<file path="src/hw/rtl/plst_pkg.sv">
// plst_pkg: shared types, operation and status codes for the positional list store
// used by the cell row, the core top level and the checker
// no dependencies
`default_nettype none

package plst_pkg;

	localparam int CAPACITY_DEF = 1024;
	localparam int DATA_WIDTH_DEF = 32;
	localparam int IDX_W = 17;
	localparam int MAX_DW = 64;

	localparam logic [3:0] OP_ADD_LAST = 4'd0;
	localparam logic [3:0] OP_ADD_FIRST = 4'd1;
	localparam logic [3:0] OP_ADD_MIDDLE = 4'd2;
	localparam logic [3:0] OP_DEL_FIRST = 4'd3;
	localparam logic [3:0] OP_DEL_LAST = 4'd4;
	localparam logic [3:0] OP_DEL_MIDDLE = 4'd5;
	localparam logic [3:0] OP_CLEAR = 4'd6;
	localparam logic [3:0] OP_CONTAINS = 4'd7;
	localparam logic [3:0] OP_GET = 4'd8;

	localparam logic [1:0] ST_OK = 2'd0;
	localparam logic [1:0] ST_RANGE = 2'd1;
	localparam logic [1:0] ST_FULL = 2'd2;

	typedef struct packed {
		logic [3:0] operation;
		logic [31:0] value;
		logic [9:0] position;
		logic [10:0] count;
	} req_t;

	typedef struct packed {
		logic [31:0] data;
		logic found;
		logic [1:0] status;
		logic [10:0] fill;
	} rsp_t;

	typedef enum logic [2:0] {
		CM_HOLD,
		CM_INS,
		CM_DEL,
		CM_MATCH,
		CM_SEL,
		CM_REDUCE
	} cell_mode_t;

	typedef struct packed {
		cell_mode_t mode;
		logic [IDX_W-1:0] at;
		logic [IDX_W-1:0] fill;
		logic [MAX_DW-1:0] val;
	} cell_cmd_t;

endpackage

`default_nettype wire

</file>
<file path="src/hw/rtl/plst_cell.sv">
// plst_cell: one list position, holds a word and a reduction lane
// shifts with its neighbors on insert and removal; depends on plst_pkg
`default_nettype none

module plst_cell #(
	parameter int INDEX = 0,
	parameter int DATA_WIDTH = plst_pkg::DATA_WIDTH_DEF,
	parameter int AW = 10
) (
	input wire logic clk,
	input wire plst_pkg::cell_cmd_t cmd,
	input wire logic [DATA_WIDTH-1:0] left_word,
	input wire logic [DATA_WIDTH-1:0] right_word,
	input wire logic [DATA_WIDTH-1:0] red_a,
	input wire logic [DATA_WIDTH-1:0] red_b,
	output logic [DATA_WIDTH-1:0] word_q,
	output logic [DATA_WIDTH-1:0] lane_q
);
	localparam logic [AW-1:0] IDX = AW'(INDEX);
	localparam logic [AW:0] IDXF = (AW+1)'(INDEX);

	logic [AW-1:0] at;
	logic [AW:0] fill;
	logic [DATA_WIDTH-1:0] val;

	assign at = cmd.at[AW-1:0];
	assign fill = cmd.fill[AW:0];
	assign val = cmd.val[DATA_WIDTH-1:0];

	always_ff @(posedge clk) begin
		case (cmd.mode)
			plst_pkg::CM_INS: begin
				if (IDX == at) begin
					word_q <= val;
				end else if (IDX > at) begin
					word_q <= left_word;
				end
			end
			plst_pkg::CM_DEL: begin
				if (IDX >= at) begin
					word_q <= right_word;
				end
			end
			plst_pkg::CM_MATCH: begin
				lane_q <= ((word_q == val) && (IDXF < fill)) ? DATA_WIDTH'(1) : '0;
			end
			plst_pkg::CM_SEL: begin
				lane_q <= (IDX == at) ? word_q : '0;
			end
			plst_pkg::CM_REDUCE: begin
				lane_q <= red_a | red_b;
			end
			default: begin
			end
		endcase
	end
endmodule

`default_nettype wire

</file>
<file path="config.mk">
export PLATFORM = sky130hd
export DESIGN_NAME = plst_cell
export DESIGN_NICKNAME = d
export VERILOG_FILES = /design/src/hw/rtl/plst_pkg.sv /design/src/hw/rtl/plst_cell.sv
export SDC_FILE = /design/constraint.sdc
export NUM_CORES = 1
export LEC_CHECK = 0
export BUFFER_PORTS_ARGS = -buffer_cell sky130_fd_sc_hd__buf_2
export CORE_AREA = 2 2 113 115
export CTS_BUF_LIST = sky130_fd_sc_hd__clkbuf_4 sky130_fd_sc_hd__clkbuf_8
export DETAILED_ROUTE_END_ITERATION = 7
export DIE_AREA = 0 0 115 117
export HOLD_SLACK_MARGIN = 0.05
export PLACE_DENSITY = 0.67
export SLEW_MARGIN = 5
export SYNTH_ARGS = -nofsm -noshare
export SYNTH_HDL_FRONTEND = slang
export SYNTH_SLANG_ARGS = --single-unit
</file>
<file path="constraint.sdc">
create_clock -name clk -period 3.95 [get_ports clk]
set_input_delay 0.1975 -clock clk [delete_from_list [all_inputs] [get_ports clk]]
set_output_delay 0.1975 -clock clk [all_outputs]
set_load 0.005 [all_outputs]
</file>
==> metrics.md <==
| Metric | Value |
|---|---|
| Detailed-route DRC error count | 0 |
| Req. time, crit path | 3.97 ns |
| Final hold violations | 0 |
| Crit path time final | 2.08 ns |
| Share of cells above drive strength 1 | 56.4% |
| Sink Count | 64 |
| Chip height | 117 um |
| Worst rel slew slack | 40.2% |
| # H-tree levels | 3 |
| CTS Hold Buffers Added | 0 |
| Initial drt markers | 131 |
| Final Max Tran Viols | 0 |
| Via Count | 3623 |
| Antenna violations before repair | 0 |
| Num CTS Buffers | 9 |
| Final Cycle Share | 52.6% |
| Setup repair bufs after CTS | 0 |
| DPL Wire Length | 10.1 mm |
| Cell family with most CP delay | buffers and inverters |
| RSZ-0062 raised after global routing | no |
| Routed Wire Length | 12.6 mm |
| First-pass GRT wire length | 18.5 mm |
| Max-cap violations | 0 |
| Leading post-synthesis cells by cell area | edfxtp_1 49%, a211oi_2 9.5%, mux2i_1 7.6%, a21oi_2 6.6%, o21ai_0 3.9% |
| CP endpoint kind | flop |
| Worst r2r src | word_q[15] |
| Worst reg2reg path depth | 5 |
| IO Count | 294 |
| CTS max path bufs | 2 |
| GRT Util Overall | 18.6% |
| Post-synth top area cell | edfxtp_1 |
| Commonest non-fill, non-tap cells in the layout | 247 x buf_2, 64 x edfxtp_1, 36 x nor2_1 |
| DIE WIDTH | 115 um |
| Clk Latency, worst-skew pair | 0.34 ns |
| Synth top area share | 48.6% |
| Number of cells after detailed placement | 728 |
| Most common flop cell mapped by yosys | edfxtp_1 |
| Routability congestion estimate | 0.797 |
| VDD IR-drop max | 123 uV |
| Synthesized instance count | 345 |
| Synth Register Bits | 64 |
| Antenna Violating Nets Remaining | 0 |
| 1st-pass router iterations | 4 |
| WS Path Type | primary input to flop |
| Reg clk slew, reported paths | 0.07 ns |
| Hold WS | 0.133 ns |
| Count of different cell masters after synthesis | 31 |
| Post-route insts no fill | 744 |
| Register area share after synthesis | 48.6% |
| ANT cells | 0 |
| PortBufs | 248 |
| Area grow syn2layout | 38.3% |
| Routed len/inst | 16.9 um |
| CP Max Fanout | 52 |
| Post-synth EDFFs | 64 |
| Slowest stage delay, CP | 0.68 ns |
| Vias in the first global route | 3521 |
| Pin count of the biggest net entering global routing | 53 |
| Cell Rows | 41 |
| Avg Vias per Cell | 4.87 |
| Area of the die | 13500 sq um |
| Final setup viols | 0 |
| Peak Freq | 0.481 GHz |
| Nets | 819 |
| Capturing point of the worst reg2reg path | lane_q[0] |
| Tightest Pin Transition | 0.896 ns |
| Critical Path AT | 2.09 ns |
| Syn nets | 575 |
| Setup TNS | 0 ns |
| PostCTS Resize Cnt | 0 |
| Initial Util | 32.1% |
| Worst Skew | 0.00787 ns |
| Mapped Avg Cell Area | 11.5 sq um |
| R2R Setup Slk | 2.05 ns |
| PD cells | 293 nW/um^2 |
| Hold depth | 3 |
| HP Class | primary input to flop |
| Most common cell after layout, fill and taps aside | buf_2 |
| YS warnings | 0 |
| Root Buffer | clkbuf_8 |
| CP most frequent cell | buf_4 |
| CP cell instances | buf_4 > buf_4 > nand3b_1 > nand2_1 > buf_4 |
| Synthesized cell area | 3960 sq um |
| Hold endpoint | word_q[6] |
| Status | completed |
| Startpoint Class | primary input |
| CTS tree | built |
| Ys async rst share | 0% |
| Core Region | 12300 sq um |
| Worst hold path startpoint | right_word[6] |
| Slowest-stage cell, CP | buf_4 |
| GR Overflow Total | 0 |
| Pleak | 2.37 nW |
| WP buf/inv | 3 |
-- cell families (layout without fill, tap and decap cells) --
logic type             after synthesis  after routing  share of synthesized area [%]
flip-flops                          64             64                           48.6
buffers and inverters               27            276                           4.97
AO/OA/AOI/OAI                      101            101                           21.6
multiplexers                        30             30                           7.59
AND/OR/NAND/NOR                     92             92                           10.4
XOR/XNOR                            31             31                           6.86
-- worst min-delay path: stages --
cell     delay [ns]
buf_2          0.07
nand2_1        0.03
o21ai_0        0.06
-- how the worst max path moves through the flow --
stage	slack (ns)	startpoint	cells after the start	end
after floorplan	0.33	cmd[82]	5	word_q[0]
after global placement	1.57	cmd[98]	5	lane_q[3]
after detailed placement	1.50	cmd[98]	5	lane_q[5]
after CTS	1.88	cmd[98]	5	lane_q[29]
after global routing	1.74	cmd[98]	5	lane_q[29]
final	1.87	cmd[98]	5	lane_q[29]
-- power breakdown --
part	switching, mW	internal, mW
sequential	0.00793	0.783
combinational	0.137	0.132
clock	0.255	0.289
total	0.400	1.20
-- cells in the mapped netlist, types with 2 or more instances --
master / count
a211oi_2: 30
a21oi_1: 3
a21oi_2: 30
buf_1: 2
buf_12: 3
buf_2: 4
buf_6: 4
clkbuf_1: 9
clkbuf_4: 3
edfxtp_1: 64
inv_1: 2
mux2i_1: 30
nand2_1: 34
nand4_1: 7
nor2_1: 36
nor3_1: 3
nor4_1: 6
o21ai_0: 31
o21ai_1: 2
o22ai_1: 2
xnor2_1: 17
xor2_1: 14
-- flip-flops by register name (all words and copies together) (netlist names) --
signal / count
lane_q: 32
word_q: 32
-- metrics by stage --
| step | total power [mW] | utilization (%) | cell area [sq um] | setup slack (ns) |
|---|---|---|---|---|
| 6_report | 1.60 | 44.4 | 5470 | 1.87 |
| 5_1_grt | 1.68 | 44.4 | 5470 | 1.74 |
| 4_1_cts | 1.62 | 44.4 | 5470 | 1.88 |
| 3_5_place_dp | 1.08 | 42.9 | 5290 | 1.50 |
| 3_3_place_gp | 1.07 | 42.9 | 5290 | 1.57 |
| 2_1_floorplan | 0.919 | - | 3960 | 0.326 |
-- cell type report --
class	count	area (sq um)
clock buffer	10	131
clock inverter	6	50.0
fill	1220	6840
inverter	2	7.51
multi-input combinational	254	1850
sequential	64	1920
tap	150	188
timing repair buffer	258	1320
-- metal layers --
metal	track usage (%)	part of all wire, %
met1	23.7	43
met5	0	0
met4	7.71	1.9
met3	2.68	5.9
met2	32.0	49
Power figures use the tool's default switching activity.
